File: config.mk
export PLATFORM = sky130hd
export DESIGN_NAME = qph_front
export DESIGN_NICKNAME = d
export VERILOG_FILES = /design/src/hdl/qph_pkg.sv /design/src/hdl/qph_front.sv
export SDC_FILE = /design/constraint.sdc
export NUM_CORES = 1
export LEC_CHECK = 0
export BUFFER_PORTS_ARGS = -buffer_cell sky130_fd_sc_hd__buf_2
export CAP_MARGIN = 20
export CORE_MARGIN = 4
export CORE_UTILIZATION = 46
export DETAILED_ROUTE_END_ITERATION = 6
export PLACE_DENSITY = 0.75
export SETUP_SLACK_MARGIN = 0.02
export SLEW_MARGIN = 20
export SYNTH_ARGS = -nofsm -noshare
export SYNTH_HDL_FRONTEND = slang
export SYNTH_SLANG_ARGS = --single-unit
File: constraint.sdc
create_clock -name clk_i -period 2.7 [get_ports clk_i]
set_input_delay 0.27 -clock clk_i [delete_from_list [all_inputs] [get_ports clk_i]]
set_output_delay 0.27 -clock clk_i [all_outputs]
set_load 0.05 [all_outputs]
File: src/hdl/qph_pkg.sv
package qph_pkg;

  localparam int TABLE_DEPTH = 128;
  localparam int ADDR_W      = $clog2(TABLE_DEPTH);
  localparam int KEY_W       = 31;
  localparam int SLOT_W      = 7;
  localparam int SIZE_W      = 8;
  localparam int BIT_W       = $clog2(KEY_W);
  localparam int S_DATA_W    = 40;
  localparam int M_DATA_W    = 40;
  localparam int APB_AW      = 3;
  localparam int APB_DW      = 32;

  localparam logic [SIZE_W-1:0] SIZE_RESET = SIZE_W'(127);
  localparam logic [SIZE_W-1:0] SIZE_MIN   = SIZE_W'(2);
  localparam logic [SIZE_W-1:0] SIZE_MAX   = SIZE_W'(TABLE_DEPTH);

  // register index taken from paddr[2]
  localparam logic REG_TABLE_SIZE = 1'b0;

  typedef enum logic {
    OP_INSERT = 1'b0,
    OP_READ   = 1'b1
  } op_e;

  typedef enum logic [1:0] {
    ST_PLACED  = 2'd0,
    ST_DROPPED = 2'd1,
    ST_READ    = 2'd2
  } status_e;

  typedef enum logic [1:0] {
    KIND_INSERT,
    KIND_READ,
    KIND_READ_OOR
  } kind_e;

  typedef enum logic [2:0] {
    B_IDLE,
    B_DIV,
    B_PROBE,
    B_RDATA,
    B_OUT
  } back_state_e;

  typedef struct packed {
    kind_e             kind;
    logic [KEY_W-1:0]  key;
    logic [SLOT_W-1:0] idx;
  } item_t;

  typedef struct packed {
    status_e           status;
    logic [SLOT_W-1:0] slot;
    logic              occupied;
    logic [KEY_W-1:0]  value;
  } result_t;

endpackage

File: src/hdl/qph_front.sv
module qph_front (
  input  logic                       clk_i,
  input  logic                       rst_ni,
  input  logic                       in_valid_i,
  output logic                       in_ready_o,
  input  qph_pkg::op_e               in_op_i,
  input  logic [qph_pkg::KEY_W-1:0]  in_key_i,
  input  logic [qph_pkg::SLOT_W-1:0] in_idx_i,
  output logic                       q_valid_o,
  output qph_pkg::item_t             q_item_o,
  input  logic                       q_pop_i
);

  qph_pkg::item_t fifo_q [2];
  qph_pkg::item_t item;
  logic           wr_ptr_q, wr_ptr_d;
  logic           rd_ptr_q, rd_ptr_d;
  logic [1:0]     count_q, count_d;
  logic           push, pop;

  // classify: reads beyond the store are answered as empty
  always_comb begin
    item.key = in_key_i;
    item.idx = in_idx_i;
    if (in_op_i == qph_pkg::OP_INSERT) begin
      item.kind = qph_pkg::KIND_INSERT;
    end else if (int'(in_idx_i) < qph_pkg::TABLE_DEPTH) begin
      item.kind = qph_pkg::KIND_READ;
    end else begin
      item.kind = qph_pkg::KIND_READ_OOR;
    end
  end

  assign in_ready_o = (count_q != 2'd2);
  assign push       = in_valid_i && in_ready_o;
  assign q_valid_o  = (count_q != 2'd0);
  assign pop        = q_pop_i && q_valid_o;
  assign q_item_o   = fifo_q[rd_ptr_q];

  always_comb begin
    wr_ptr_d = push ? ~wr_ptr_q : wr_ptr_q;
    rd_ptr_d = pop ? ~rd_ptr_q : rd_ptr_q;
    count_d  = count_q;
    if (push && !pop) begin
      count_d = count_q + 2'd1;
    end else if (pop && !push) begin
      count_d = count_q - 2'd1;
    end
  end

  always_ff @(posedge clk_i or negedge rst_ni) begin
    if (!rst_ni) begin
      wr_ptr_q <= 1'b0;
      rd_ptr_q <= 1'b0;
      count_q  <= 2'd0;
    end else begin
      wr_ptr_q <= wr_ptr_d;
      rd_ptr_q <= rd_ptr_d;
      count_q  <= count_d;
    end
  end

  always_ff @(posedge clk_i) begin
    if (push) begin
      fifo_q[wr_ptr_q] <= item;
    end
  end

endmodule

; Yosys cells after proc, flatten, opt, wreduce, memory -nomap -nowiden
; Memory sizes are Yosys's and may differ from the RTL's.
; Cells that the tools add are included.
[word_totals]
ff_bits = 4
wordCells = 22
ramBits = 78
n_memories = 1
out_inout_bits = 42
mem_bits_ro = 0
in_bits = 43
latch_bits = 0
[memory_table]
columns = name, depth, width, read_ports, rd_ports_with_merged_regs, wr, line_no
row1 = fifo_q, 2, 39, 1, 0, 1, qph_front.sv:14  ; qph_pkg::item_t fifo_q [2];
[op_classes]
order_cmp = 0
n_bitwise = 2
n_div = 0
n_mul = 0
reduce_logical = 8
n_eq_ne = 1
shifts = 0
n_mux = 5
add_sub_neg = 2
[op_table]
columns = cell, count
row1 = $logic_and 1x1->1, 4
row2 = $mux 2, 2
row3 = $reduce_bool 2->1, 2
row4 = $mux 1, 3
row5 = $add 2x1->2 const B, 1
row6 = $logic_not 1->1, 2
row7 = $ne 2x2->1 const B, 1
row8 = $not 1->1, 2
row9 = $sub 2x1->2 const B, 1

; Logic depth before layout (Yosys ltp)
[depth]
depth_word = 6
ltp_mapped = 7
depth_no_buf = 7

; Worst setup path after synthesis
; No wires, ideal clock.
[synth_path]
kind = register -> register
startpoint = reg count_q[0]
endpoint = mem fifo_q[0][0] in the netlist's numbering (enable)
setup_time_ns = 0.435
arrival_ns = 2.411
n_path_buf = 0
slack_ns = -0.146
synth_period_minus_slack_ns = 2.846
path_stages_with_launch = 4
t_required_ns = 2.265
path_cell_list = dfrtp_1 nand2b_4 nand2_1 nor2_1
[synth_between]
elab_chain_cells = 4
[synth_rtl]
columns = element, line_no
row1 = from (decl), qph_front.sv:18  ; logic [1:0] count_q, count_d;
row2 = from (signal assigned), qph_front.sv:59  ; count_q <= count_d;
row3 = $ne 2x2->1, qph_front.sv:34  ; assign in_ready_o = (count_q != 2'd2);
row4 = via in_ready_o, qph_front.sv:5  ; output logic in_ready_o,
row5 = $logic_and 1x1->1, qph_front.sv:35  ; assign push = in_valid_i && in_ready_o;
row6 = $mux 1, qph_front.sv:64  ; if (push) begin
row7 = $mux 1 (not written as such), qph_front.sv:65  ; fifo_q[wr_ptr_q] <= item;
row8 = to (decl), qph_front.sv:14
; The timed path passes the listed nets, and every way through them passes these cells.

==> flow_metrics.py <==
metrics = {
    "routing": {
        "met1_length_mm": 2.07,
        "vias": 1515,
        "drtIter0Drc": 36,
        "drc": 0,
        "dr_wl_met2_mm": 2.41,
        "topRoutingLayerUsed": "met4",
        "wire_per_inst_um": 15.8,
        "vias_per_cell": 4.79,
        "postRouteWirelength_mm": 4.98,
        "first_pass_iters": 3,
        "wl_met3_um": 467,
        "drtAntennaViolNets": 0,
    },
    "sta": {
        "setup_viol": 0,
        "relSlewSlack": 0.397,
        "tightest_slew_ns": 0.904,
        "fin_crit_sh": 0.822,
        "fmax_mhz": 451,
        "setup_ws_ns": 0.481,
        "setup_tns_ns": 0,
        "drv_slew": 0,
        "skew_ns": 0.00599,
        "period_minus_slack_ns": 2.22,
        "grt_setup_unrepaired": "false",
        "hold_viol": 0,
    },
    "grt": {
        "grt_pass1_vias": 1654,
        "antenna_found_initial": 0,
        "grt_use_total": 0.134,
        "grt_max_degree": 41,
        "overflow": 0,
        "grt_pass1_wl_mm": 7.78,
    },
    "hold_path": {
        "holdCritPathClass": "input pin to flop",
    },
    "synthesis": {
        "syn_area_um2": 3040,
        "syn-num-nets": 185,
        "syn-instance-count": 141,
        "synth_cell_types": 16,
        "synth_area_per_cell_um2": 21.6,
        "synth_compound_gate_area_share": 0,
        "synth_top_family_by_area": "multiplexers",
        "synth-xor-area-share": 0.0144,
        "synthMuxAreaShare": 0.144,
        "synthAdderAreaFrac": 0.00411,
        "yosysSeqAreaShare": 0.802,
        "yosys_warnings": 0,
        "yosys.area_share.simple": 0.0152,
        "ys_seq_elements": 82,
    },
    "floorplan": {
        "ios": 85,
        "core_area_um2": 6390,
        "dieArea_um2": 7980,
        "die_h_um": 89.4,
        "die_width_um": 89.4,
        "rows": 29,
        "initial_core_util": 0.477,
    },
    "clock_network": {
        "ctsHtreeMaxLevel": 3,
        "ctsResizeCount": 0,
        "numCtsBuffers": 9,
        "tritoncts": "built",
        "path_clk_slew_ns": 0.07,
        "cts_max_path_buffers": 2,
        "clk_latency_ns": 0.33,
        "cts-root-buf": "clkbuf_8",
        "clock_sinks": 82,
    },
    "finish": {
        "syn_to_final_growth_pct": 22.7,
        "diodes": 0,
        "drive_above_1_share": 0.594,
        "nets": 278,
    },
    "worst_setup_path": {
        "path_cells": "mux2_2 -> buf_2",
        "critPathMaxStageDelay_ns": 0.95,
        "arrival_ns": 1.95,
        "crit_type": "flop to output port",
        "crit_required_ns": 2.43,
        "cp_max_fo": 40,
        "cpLargestDelayFamily": "flip-flops",
        "cp-end-kind": "output port",
        "start_kind": "flop",
        "crit_buf_inv": 1,
        "cp_slowest_cell": "dfrtp_2",
    },
    "placement": {
        "pre_cts_ws_ns": 0.790,
        "gp_congestion": 0.687,
        "dp_hpwl_mm": 3.22,
        "place.port_buffers": 83,
    },
    "power_and_ir_drop": {
        "switchingPower_mw": 1.97,
        "intPower_mw": 2.75,
        "comb_power_share": 0.419,
        "p_per_area_nw_per_um2": 1260,
        "p_leak_nw": 1.42,
        "power_frac_clock": 0.171,
        "switching_share": 0.417,
        "vdd_ir_drop_max_mv": 0.690,
        "seqPwrFrac": 0.410,
    },
    "run_status": {
        "outcome": "complete, no violations",
    },
    "job": {
        "maxCapViolCount": 0,
    },
}
cell usage after synthesis:
library cell	count	share of area
nor2_1	2	0.0025
and3_1	1	0.0021
xnor2_1	3	0.0086
nand2b_4	1	0.0045
nand2_1	1	0.0012
buf_6	4	0.015
nand2_2	1	0.0021
ha_1	1	0.0041
edfxtp_1	78	0.77
inv_1	1	0.0012
mux2_2	39	0.14
conb_1	1	0.0012
or2_4	1	0.0029
xor2_1	2	0.0058
buf_4	1	0.0025
dfrtp_1	4	0.033
final timing paths:
path                                   startpoint  depth (start not counted)  slack (ns)                     end
setup / recovery             rd_ptr_q$_DFFE_PN0P_                          2        0.48            q_item_o[15]
hold / removal                        in_idx_i[6]                          1        0.12  fifo_q[0][6]$_DFFE_PP_
setup reg to reg           count_q[0]$_DFFE_PN0P_                          3        1.01  fifo_q[1][7]$_DFFE_PP_
hold reg to reg            count_q[0]$_DFFE_PN0P_                          1        0.55  count_q[0]$_DFFE_PN0P_
max in group asynchronous                  rst_ni                          2        2.29    rd_ptr_q$_DFFE_PN0P_
min in group asynchronous                  rst_ni                          2        0.26  count_q[0]$_DFFE_PN0P_
kinds of logic (layout without fill, tap and decap cells):
kind of cell / after synthesis / in the layout
adder cells (fa/ha/maj): 1 / 1
other: 1 / 1
buffers and inverters: 6 / 104
multiplexers: 39 / 39
flip-flops: 82 / 82
XOR/XNOR: 5 / 5
AND/OR/NAND/NOR: 7 / 7
cell usage in the layout (no fill, tap or decap), drive strengths merged:
cell	n
dfrtp	4
nand2	2
buf	86
mux2	39
conb	1
ha	1
inv	1
clkinv	3
xnor2	3
clkbuf	12
or2	1
nor2	2
dlygate4sd3	1
nand2b	1
and3	1
bufinv	1
xor2	2
edfxtp	78
registers in the layout (all words and copies together) (netlist names):
register / count
wr_ptr_q: 1
fifo_q: 78
rd_ptr_q: 1
count_q: 2
worst register-to-register path: stages (launching register included):
cell and delay [ns]:
dfrtp_1 0.43, nand2b_4 0.16, and3_2 0.48, buf_4 0.31
metrics by stage:
| step | cell area (um^2) | instances | total power [mW] | utilization | hold slack, ns |
|---|---|---|---|---|---|
| 4_1_cts | 3740 | 316 | 4.79 | 0.585 | 0.0992 |
| 3_3_place_gp | 3550 | 299 | 3.95 | 0.556 | 0.0856 |
| 6_report | 3740 | 316 | 4.72 | 0.585 | 0.123 |
| 2_1_floorplan | 3050 | 141 | 3.55 | - | -0.0256 |
| 5_1_grt | 3740 | 316 | 4.96 | 0.585 | 0.0934 |
| 3_5_place_dp | 3550 | 299 | 3.97 | 0.556 | 0.0869 |
routing by layer:
metal | vias to the layer above | track usage
li1 | 727 | -
met3 | 4 | 0.0590
met4 | 0 | 0.0487
met2 | 58 | 0.214
met5 | - | 0
met1 | 726 | 0.162
area by class of cell:
class / instances / area (um^2)
clock buffers: 12 / 135
clock inverters: 4 / 42.5
fillers: 490 / 2650
inverters: 1 / 3.75
multi-input cells: 53 / 554
flip-flops and latches: 82 / 2440
well taps: 77 / 96.3
repair buffers: 87 / 460
power by group through the flow:
| stage | Clock [mW] | Sequential [mW] | Combinational, mW |
|---|---|---|---|
| floorplan | 0 | 1.85 | 1.71 |
| global placement | 0 | 1.96 | 1.99 |
| detailed placement | 0 | 1.97 | 1.99 |
| CTS | 0.842 | 1.95 | 2.00 |
| global route | 0.905 | 1.97 | 2.08 |
| finish | 0.805 | 1.93 | 1.98 |
what timing repair did:
| item | 4_1_cts | 5_1_grt |
|---|---|---|
| hold buffers | 1 | 0 |
| endpoints found under the hold margin | 4 | 0 |
| buffers inserted | 0 | 0 |
Power figures use the tool's default switching activity.
