## src/hdl/qph_pkg.sv

```systemverilog
package qph_pkg;

  localparam int TABLE_DEPTH = 128;
  localparam int ADDR_W      = $clog2(TABLE_DEPTH);
  localparam int KEY_W       = 31;
  localparam int SLOT_W      = 7;
  localparam int SIZE_W      = 8;
  localparam int BIT_W       = $clog2(KEY_W);
  localparam int S_DATA_W    = 40;
  localparam int M_DATA_W    = 40;
  localparam int APB_AW      = 3;
  localparam int APB_DW      = 32;

  localparam logic [SIZE_W-1:0] SIZE_RESET = SIZE_W'(127);
  localparam logic [SIZE_W-1:0] SIZE_MIN   = SIZE_W'(2);
  localparam logic [SIZE_W-1:0] SIZE_MAX   = SIZE_W'(TABLE_DEPTH);

  // register index taken from paddr[2]
  localparam logic REG_TABLE_SIZE = 1'b0;

  typedef enum logic {
    OP_INSERT = 1'b0,
    OP_READ   = 1'b1
  } op_e;

  typedef enum logic [1:0] {
    ST_PLACED  = 2'd0,
    ST_DROPPED = 2'd1,
    ST_READ    = 2'd2
  } status_e;

  typedef enum logic [1:0] {
    KIND_INSERT,
    KIND_READ,
    KIND_READ_OOR
  } kind_e;

  typedef enum logic [2:0] {
    B_IDLE,
    B_DIV,
    B_PROBE,
    B_RDATA,
    B_OUT
  } back_state_e;

  typedef struct packed {
    kind_e             kind;
    logic [KEY_W-1:0]  key;
    logic [SLOT_W-1:0] idx;
  } item_t;

  typedef struct packed {
    status_e           status;
    logic [SLOT_W-1:0] slot;
    logic              occupied;
    logic [KEY_W-1:0]  value;
  } result_t;

endpackage

```

## src/hdl/qph_ram.sv

```systemverilog
module qph_ram #(
  parameter int WIDTH = 8,
  parameter int DEPTH = 16
) (
  input  logic                     clk_i,
  input  logic                     we_i,
  input  logic [$clog2(DEPTH)-1:0] addr_i,
  input  logic [WIDTH-1:0]         wdata_i,
  output logic [WIDTH-1:0]         rdata_o
);

  logic [WIDTH-1:0] mem_q [DEPTH];
  logic [WIDTH-1:0] rdata_q;

  always_ff @(posedge clk_i) begin
    if (we_i) begin
      mem_q[addr_i] <= wdata_i;
    end
    rdata_q <= mem_q[addr_i];
  end

  assign rdata_o = rdata_q;

endmodule

```

## src/hdl/qph_back.sv

```systemverilog
module qph_back (
  input  logic                       clk_i,
  input  logic                       rst_ni,
  input  logic [qph_pkg::SIZE_W-1:0] size_i,
  input  logic                       q_valid_i,
  input  qph_pkg::item_t             q_item_i,
  output logic                       q_pop_o,
  output logic                       out_valid_o,
  input  logic                       out_ready_i,
  output qph_pkg::result_t           out_res_o
);

  localparam int AW = qph_pkg::ADDR_W;
  localparam int SW = qph_pkg::SIZE_W;
  localparam int KW = qph_pkg::KEY_W;

  qph_pkg::back_state_e state_q, state_d;

  logic [qph_pkg::TABLE_DEPTH-1:0] used_q, used_d;
  logic [KW-1:0]                   key_q, key_d;
  logic [KW-1:0]                   shift_q, shift_d;
  logic [qph_pkg::BIT_W-1:0]       bit_q, bit_d;
  logic [SW-1:0]                   pos_q, pos_d;
  logic [SW-1:0]                   inc_q, inc_d;
  logic [SW-1:0]                   cnt_q, cnt_d;
  logic                            rd_used_q, rd_used_d;
  qph_pkg::result_t                res_q, res_d;
  qph_pkg::result_t                out_q, out_d;
  logic                            out_vld_q, out_vld_d;

  logic [SW-1:0]   rem_shift, rem_next;
  logic [SW:0]     pos_sum, inc_sum;
  logic [SW-1:0]   pos_next, inc_next;
  logic            ram_we;
  logic [AW-1:0]   ram_addr;
  logic [KW-1:0]   ram_rdata;

  // one quotient bit per cycle; remainder stays below size so it fits SW bits
  assign rem_shift = {pos_q[SW-2:0], shift_q[KW-1]};
  assign rem_next  = (rem_shift >= size_i) ? rem_shift - size_i : rem_shift;

  // (key + (c+1)^2) = (key + c^2) + (2c+1), both kept reduced
  assign pos_sum  = {1'b0, pos_q} + {1'b0, inc_q};
  assign pos_next = (pos_sum >= {1'b0, size_i}) ? SW'(pos_sum - {1'b0, size_i})
                                                : SW'(pos_sum);
  assign inc_sum  = {1'b0, inc_q} + (SW+1)'(2);
  assign inc_next = (inc_sum >= {1'b0, size_i}) ? SW'(inc_sum - {1'b0, size_i})
                                                : SW'(inc_sum);

  always_comb begin
    state_d   = state_q;
    used_d    = used_q;
    key_d     = key_q;
    shift_d   = shift_q;
    bit_d     = bit_q;
    pos_d     = pos_q;
    inc_d     = inc_q;
    cnt_d     = cnt_q;
    rd_used_d = rd_used_q;
    res_d     = res_q;
    out_d     = out_q;
    out_vld_d = out_vld_q;
    q_pop_o   = 1'b0;
    ram_we    = 1'b0;
    ram_addr  = pos_q[AW-1:0];

    if (out_vld_q && out_ready_i) begin
      out_vld_d = 1'b0;
    end

    case (state_q)
      qph_pkg::B_IDLE: begin
        ram_addr = q_item_i.idx[AW-1:0];
        if (q_valid_i) begin
          q_pop_o = 1'b1;
          if (q_item_i.kind == qph_pkg::KIND_INSERT) begin
            key_d   = q_item_i.key;
            shift_d = q_item_i.key;
            bit_d   = qph_pkg::BIT_W'(KW - 1);
            pos_d   = '0;
            state_d = qph_pkg::B_DIV;
          end else begin
            rd_used_d = (q_item_i.kind == qph_pkg::KIND_READ) &&
                        used_q[q_item_i.idx[AW-1:0]];
            res_d.status = qph_pkg::ST_READ;
            res_d.slot   = q_item_i.idx;
            state_d      = qph_pkg::B_RDATA;
          end
        end
      end
      qph_pkg::B_DIV: begin
        pos_d   = rem_next;
        shift_d = {shift_q[KW-2:0], 1'b0};
        bit_d   = bit_q - qph_pkg::BIT_W'(1);
        if (bit_q == '0) begin
          inc_d   = SW'(1);
          cnt_d   = '0;
          state_d = qph_pkg::B_PROBE;
        end
      end
      qph_pkg::B_PROBE: begin
        res_d.occupied = 1'b0;
        res_d.value    = '0;
        if (!used_q[pos_q[AW-1:0]]) begin
          ram_we                 = 1'b1;
          used_d[pos_q[AW-1:0]]  = 1'b1;
          res_d.status           = qph_pkg::ST_PLACED;
          res_d.slot             = qph_pkg::SLOT_W'(pos_q);
          state_d                = qph_pkg::B_OUT;
        end else if (cnt_q == size_i - SW'(1)) begin
          res_d.status = qph_pkg::ST_DROPPED;
          res_d.slot   = '0;
          state_d      = qph_pkg::B_OUT;
        end else begin
          pos_d = pos_next;
          inc_d = inc_next;
          cnt_d = cnt_q + SW'(1);
        end
      end
      qph_pkg::B_RDATA: begin
        res_d.occupied = rd_used_q;
        res_d.value    = rd_used_q ? ram_rdata : '0;
        state_d        = qph_pkg::B_OUT;
      end
      qph_pkg::B_OUT: begin
        if (!out_vld_q || out_ready_i) begin
          out_d     = res_q;
          out_vld_d = 1'b1;
          state_d   = qph_pkg::B_IDLE;
        end
      end
      default: begin
        state_d = qph_pkg::B_IDLE;
      end
    endcase
  end

  always_ff @(posedge clk_i or negedge rst_ni) begin
    if (!rst_ni) begin
      state_q   <= qph_pkg::B_IDLE;
      used_q    <= '0;
      out_vld_q <= 1'b0;
    end else begin
      state_q   <= state_d;
      used_q    <= used_d;
      out_vld_q <= out_vld_d;
    end
  end

  always_ff @(posedge clk_i) begin
    key_q     <= key_d;
    shift_q   <= shift_d;
    bit_q     <= bit_d;
    pos_q     <= pos_d;
    inc_q     <= inc_d;
    cnt_q     <= cnt_d;
    rd_used_q <= rd_used_d;
    res_q     <= res_d;
    out_q     <= out_d;
  end

  qph_ram #(
    .WIDTH(KW),
    .DEPTH(qph_pkg::TABLE_DEPTH)
  ) u_keys (
    .clk_i  (clk_i),
    .we_i   (ram_we),
    .addr_i (ram_addr),
    .wdata_i(key_q),
    .rdata_o(ram_rdata)
  );

  assign out_valid_o = out_vld_q;
  assign out_res_o   = out_q;

endmodule

```

## config.mk

```make
export PLATFORM = sky130hd
export DESIGN_NAME = qph_back
export DESIGN_NICKNAME = d
export VERILOG_FILES = /design/src/hdl/qph_pkg.sv /design/src/hdl/qph_ram.sv /design/src/hdl/qph_back.sv
export SDC_FILE = /design/constraint.sdc
export NUM_CORES = 2
export LEC_CHECK = 0
export ABC_AREA = 0
export BUFFER_PORTS_ARGS = -buffer_cell sky130_fd_sc_hd__buf_4
export CAP_MARGIN = 30
export CORE_ASPECT_RATIO = 2
export CORE_UTILIZATION = 34
export CTS_BUF_LIST = sky130_fd_sc_hd__clkbuf_4 sky130_fd_sc_hd__clkbuf_8
export CTS_CLUSTER_SIZE = 14
export DETAILED_ROUTE_END_ITERATION = 8
export PLACE_DENSITY = 0.47
export SETUP_SLACK_MARGIN = 0.15
export SYNTH_ARGS = -nofsm -noshare
export SYNTH_HDL_FRONTEND = slang
export SYNTH_HIERARCHICAL = 1
export SYNTH_SLANG_ARGS = --single-unit
```

## constraint.sdc

```tcl
create_clock -name clk_i -period 11.6 [get_ports clk_i]
set_clock_uncertainty 0.2 [all_clocks]
set_input_delay 1.74 -clock clk_i [delete_from_list [all_inputs] [get_ports clk_i]]
set_output_delay 1.74 -clock clk_i [all_outputs]
set_load 0.02 [all_outputs]
```

**Word level (Yosys, flattened, before mapping)**

Memory sizes are Yosys's and may differ from the RTL's. A register that Yosys moved wholly into a read port is not among the register bits.
Cells that the tools add are included.

- Add/sub/neg operators: 8
- $lt $le $gt $ge: 6
- Equal/unequal tests: 14
- Mux-type cells: 52
- Bitwise operators: 3
- Reduce and logical (&&, ||, !) cells: 22

Operators with widths:

| cell | number |
|---|---|
| $or 128x128->128 | 1 |
| $mux 8 | 13 |
| $mux 31 | 3 |
| $pmux 32 s2 | 1 |
| $pmux 31 s2 | 1 |
| $mux 9 | 4 |
| $pmux 8 s2 | 2 |
| $pmux 8 s3 | 1 |
| $sub 8x8->8 | 3 |
| $ge 9x8->1 | 2 |
| $pmux 9 s2 | 1 |
| $lt 7x8->1 const B | 2 |
| $mux 3 | 5 |
| $pmux 3 s5 | 1 |
| $bmux 1 s7 | 2 |
| $ne 2x2->1 const B | 7 |
| $mux 1 | 12 |
| $reduce_and 4->1 | 3 |
| $mux 5 | 2 |
| $pmux 5 s2 | 1 |
| $add 8x2->9 const B | 1 |
| $add 8x8->9 | 1 |
| $reduce_and 3->1 | 3 |
| $add 8x1->8 const B | 1 |
| 24 further kinds | 32 |

- Flip-flop bits (word level): 306
- Memory bits (writable): 3968
- Memories kept: 1

Memory list:

| memory | depth | width | rd ports | clocked after memory_dff | wr ports | line | RTL |
|---|---|---|---|---|---|---|---|
| u_keys.mem_q | 128 | 31 | 1 | 1 | 1 | qph_ram.sv:12 | `logic [WIDTH-1:0] mem_q [DEPTH];` |

**Longest topological paths before layout**

- Depth after elaboration: 6
- Mapped depth: 19

**Cells and area by module**

Netlist, hierarchy kept.

Modules (own cells, without submodules):

| module | times used | cells an instance | area an instance (µm²) | seq. area each (µm²) |
|---|---|---|---|---|
| qph_ram | 1 | 8604 | 152234.8 | 119774.9 |
| qph_back | 1 | 1195 | 15342.2 | 8528.2 |

**Worst setup path after synthesis**

OpenSTA, ideal clock, no wires.

- Path kind: input to register
- Start point: input port q_item_i[1] (netlist name)
- End point: memory u_keys/mem_q[72][0] (netlist name) (enable)
- Library setup time: 0.498 ns
- Data arrival time: 6.673 ns
- Data required time: 10.902 ns
- Slack: 4.229 ns
- Cell stages on the path: 13
- Path through: clkbuf_1 clkbuf_1 nand2_1 o21ai_0 buf_2 buf_4 buf_6 buf_2 buf_2 buf_2 buf_2 buf_1 nor4_1

- Longest elaborated chain between the ends: 1

Ends and longest elaborated chain:

| element | line | RTL |
|---|---|---|
| start: declaration | qph_back.sv:6 | `input qph_pkg::item_t q_item_i,` |
| $mux 7 | qph_back.sv:71 | `case (state_q)` |
| named net ram_addr[1] | qph_back.sv:35 | `logic [AW-1:0] ram_addr;` |
| end: declaration | qph_ram.sv:12 |  |

The timed path passes the listed nets, and every way through them passes these cells.

**Worst setup path after layout**

- Start point: register pos_q[0]
- End point: memory u_keys/mem_q[77][22] (netlist name) (enable)

- Longest elaborated chain between the ends: 6
- Elaborated cells between the ends (all ways): 7
- Classes of those cells: 7 x mux

Ends and longest elaborated chain:

| element | line | RTL |
|---|---|---|
| start: declaration | qph_back.sv:23 | `logic [SW-1:0] pos_q, pos_d;` |
| start signal: assignment | qph_back.sv:154 | `pos_q <= pos_d;` |
| $bmux 1 s7 | qph_back.sv:104 | `if (!used_q[pos_q[AW-1:0]]) begin` |
| $mux 1 (implied by the code) | qph_back.sv:104 |  |
| $mux 1 | qph_back.sv:104 |  |
| $mux 1 | qph_back.sv:71 |  |
| named net ram_we | qph_back.sv:34 | `logic ram_we;` |
| $mux 1 | qph_ram.sv:16 | `if (we_i) begin` |
| $mux 1 (implied by the code) | qph_ram.sv:17 | `mem_q[addr_i] <= wdata_i;` |

The timed path passes the listed nets, and every way through them passes these cells. The select of a mux whose other input is x is not followed.

==> flow_metrics.py <==
metrics = {
    "outcome": {
        "status": "finished, violations left",
        "violations": "max-slew violations",
    },
    "drt": {
        "drtIter0Drc": 11268,
        "drc": 0,
        "drt_first_pass_iters": 7,
        "num_vias": 103456,
        "avgViaCountPerCell": 5.97,
        "postRouteAntennaNets": 0,
        "wl_um": 652000,
        "routedWlPerCell_um": 37.6,
    },
    "floorplanning": {
        "num_rows": 364,
        "die_w_um": 498,
        "initial_core_util": 0.341,
        "die-area_um2": 496000,
        "die_h_um": 995,
        "io_pins": 95,
        "core_area_um2": 491000,
    },
    "power_and_ir_drop": {
        "powerDensity_nw_per_um2": 288,
        "p_leak_nw": 60.1,
        "irDropWorstVdd_v": 0.000245,
    },
    "logic_synthesis": {
        "netlist_top_cells_count": "edfxtp_1 (4142), a221oi_1 (788), a21oi_1 (429), a22oi_1 (411), clkbuf_1 (406)",
        "yosysMostFrequentCell": "edfxtp_1",
        "synthDistinctLibCells": 79,
        "synth_edf_count": 4142,
        "synth_top_area_cell": "edfxtp_1",
        "synth_seq_cells": 4305,
        "syn-num-nets": 9892,
        "yosysWarnings": 6,
        "synthDominantCellAreaShare": 0.742,
        "yosysSeqAreaShare": 0.766,
        "async_reset_ff_frac": 0.0307,
        "syn_area_per_cell_um2": 17.1,
        "netlist_area_um2": 168000,
        "synthTopCellsByArea": "edfxtp_1 (74%), a221oi_1 (4.1%), dfrtp_1 (2.0%), mux2_2 (1.9%), a22oi_1 (1.8%)",
        "synth_flop_cell": "edfxtp_1",
        "synthCells": 9799,
    },
    "clock_tree": {
        "root_buffer": "clkbuf_8",
        "htree_num_levels": 6,
        "tritoncts": "yes",
        "cts_hold_buf": 0,
        "clock-sinks": 4305,
        "clockBufferDepth": 4,
        "clkLatencyLatePin_ns": 1.22,
        "clk_pin_slew_ns": 0.07,
        "post_cts_buffers": 0,
        "cts_buffers": 601,
        "cts-resized-gates": 0,
    },
    "worst_setup_path": {
        "endpoint_kind": "flop",
        "worstReg2RegEnd": "u_keys/mem_q[77][22]",
        "crit_fanout": 47,
        "r2r_slack_ns": 4.22,
        "path_buf_inv": 3,
        "crit_required_ns": 12.23,
        "worstPathCellList": "buf_4 -> mux4_2 -> mux2_2 -> nand3_1 -> nand4_1 -> mux2i_1 -> o21a_4 -> and2_2 -> buf_4 -> nand3_1 -> nor2_4 -> buf_4",
        "crit_type": "reg -> reg",
        "r2r-start": "pos_q[0]",
        "worst_ep_arrival_time_ns": 8.00,
        "critPathTopFamily": "simple AND/OR/NAND/NOR gates",
        "worst_setup_path_start_kind": "flop",
        "r2r.worst_path.cells": 12,
        "cpMostUsedCell": "buf_4",
        "cp_slowest_cell": "nor2_4",
        "cpPeakStageDelay_ns": 0.91,
    },
    "sta": {
        "max_freq_mhz": 136,
        "setup_tns_ns": 0,
        "layout_setup_ws_ns": 4.22,
        "finalSetupViolations": 0,
        "min_period_ns": 7.38,
        "relSlewSlack": -0.0213,
        "grt_setup_unrepaired": "false",
        "tightestPinTransition_ns": 1.53,
        "fin_crit_sh": 0.636,
        "slew_viol_final": 45,
        "hold_viol": 0,
    },
    "cells_and_area": {
        "area_growth_pct": 14.4,
        "drive_gt1_frac": 0.206,
        "utilization": 0.391,
        "nets": 10347,
    },
    "grt": {
        "grt_pass1_vias": 103508,
        "grt_pass1_wl_um": 878000,
        "grt_overflow": 0,
        "antenna_found_initial": 72,
        "grtUsageTotal": 0.256,
        "grt_max_degree": 129,
    },
    "min_path": {
        "min_path_cells": 0,
        "hold_class": "reg -> reg",
        "hold-path-endpoint": "out_res_o[39]",
        "hold_start": "res_q[39]",
    },
    "placed_design": {
        "place_congestion": 0.895,
        "dp_slack_ns": 3.94,
        "dp_hpwl_um": 406000,
        "io_buffer_count": 94,
    },
    "run": {
        "drv_cap": 0,
    },
}
## stage by stage
| stage | total power, mW | cells | hold slack [ns] | instance area, um2 |
|---|---|---|---|---|
| 3_3_place_gp | 42.6 | 15955 | 0.203 | 178000 |
| 4_1_cts | 55.1 | 17125 | 0.193 | 191000 |
| 2_1_floorplan | 30.6 | 9799 | 0.200 | 168000 |
| 3_5_place_dp | 43.2 | 16052 | 0.205 | 179000 |
| 5_1_grt | 56.4 | 17298 | 0.222 | 192000 |
| 6_report | 55.2 | 17334 | 0.194 | 192000 |
## flip-flops by register name, summed over array words and instances (netlist names)
| signal | flops |
|---|---|
| out_res_o | 41 |
| cnt_q | 8 |
| inc_q | 8 |
| res_q | 41 |
| state_q | 3 |
| shift_q | 31 |
| out_valid_o | 1 |
| used_q | 128 |
| bit_q | 5 |
| rd_used_q | 1 |
| u_keys/rdata_o | 31 |
| key_q | 31 |
| pos_q | 8 |
| u_keys/mem_q | 3968 |
## worst max-delay path by stage
stage	from	to	depth (start not counted)
floorplan	q_item_i[1]	u_keys/mem_q[72][0]	13
global placement	q_item_i[1]	u_keys/rdata_o[2]	13
detailed placement	q_item_i[1]	u_keys/rdata_o[21]	13
CTS	pos_q[0]	u_keys/mem_q[77][7]	12
global route	pos_q[0]	u_keys/mem_q[77][7]	11
finish	pos_q[0]	u_keys/mem_q[77][22]	12
## layout make-up
cell class | instances | area [um2]
Clock inverter | 296 | 2070
Antenna cell | 205 | 513
Timing Repair Buffer | 627 | 5880
Fill cell | 44994 | 299000
Inverter | 42 | 178
Clock buffer | 777 | 9650
Multi-Input combinational cell | 4677 | 37200
Tap cell | 6405 | 8010
Sequential cell | 4305 | 128000
## cells by family (layout without fill, tap and decap cells)
family                     count (synthesis)  count (layout)  synth area share
adders and majority gates                 41              41           0.00324
AOI/OAI and AO/OA                       2898            2898             0.129
xor gates and xnor gates                  33              33           0.00172
and+or+nand+nor                         1054            1054            0.0298
muxes                                    651             651            0.0491
other                                      0             205                 0
DFF                                     4305            4305             0.766
buffers and inverters                    817            1742            0.0216
## layer usage
layer,share of wire,GRT usage
met4,0.085,0.195
met2,0.52,0.461
met5,0.00015,0
met3,0.062,0.0332
met1,0.33,0.269
## power by group
group	internal, mW	total, mW	switching (mW)
logic	7.01	25.3	18.3
registers	17.6	18.0	0.367
clock network	5.90	11.9	6.05
## layout by cell type (no fill, tap or decap), drive strengths merged, types with 70 or more instances in the layout
cell	netlist	routed
nor2b	119	119
mux2i	161	161
a31o	134	134
buf	369	626
edfxtp	4142	4142
nor2	354	354
clkinv	1	230
o21ai	348	348
mux4	98	98
a21oi	429	429
clkbuf	406	778
a22oi	411	411
mux2	392	392
inv	41	70
o22ai	154	154
a221o	136	136
diode	0	205
dfrtp	132	132
nand2	287	287
a221oi	788	788
Power figures use the tool's default switching activity.
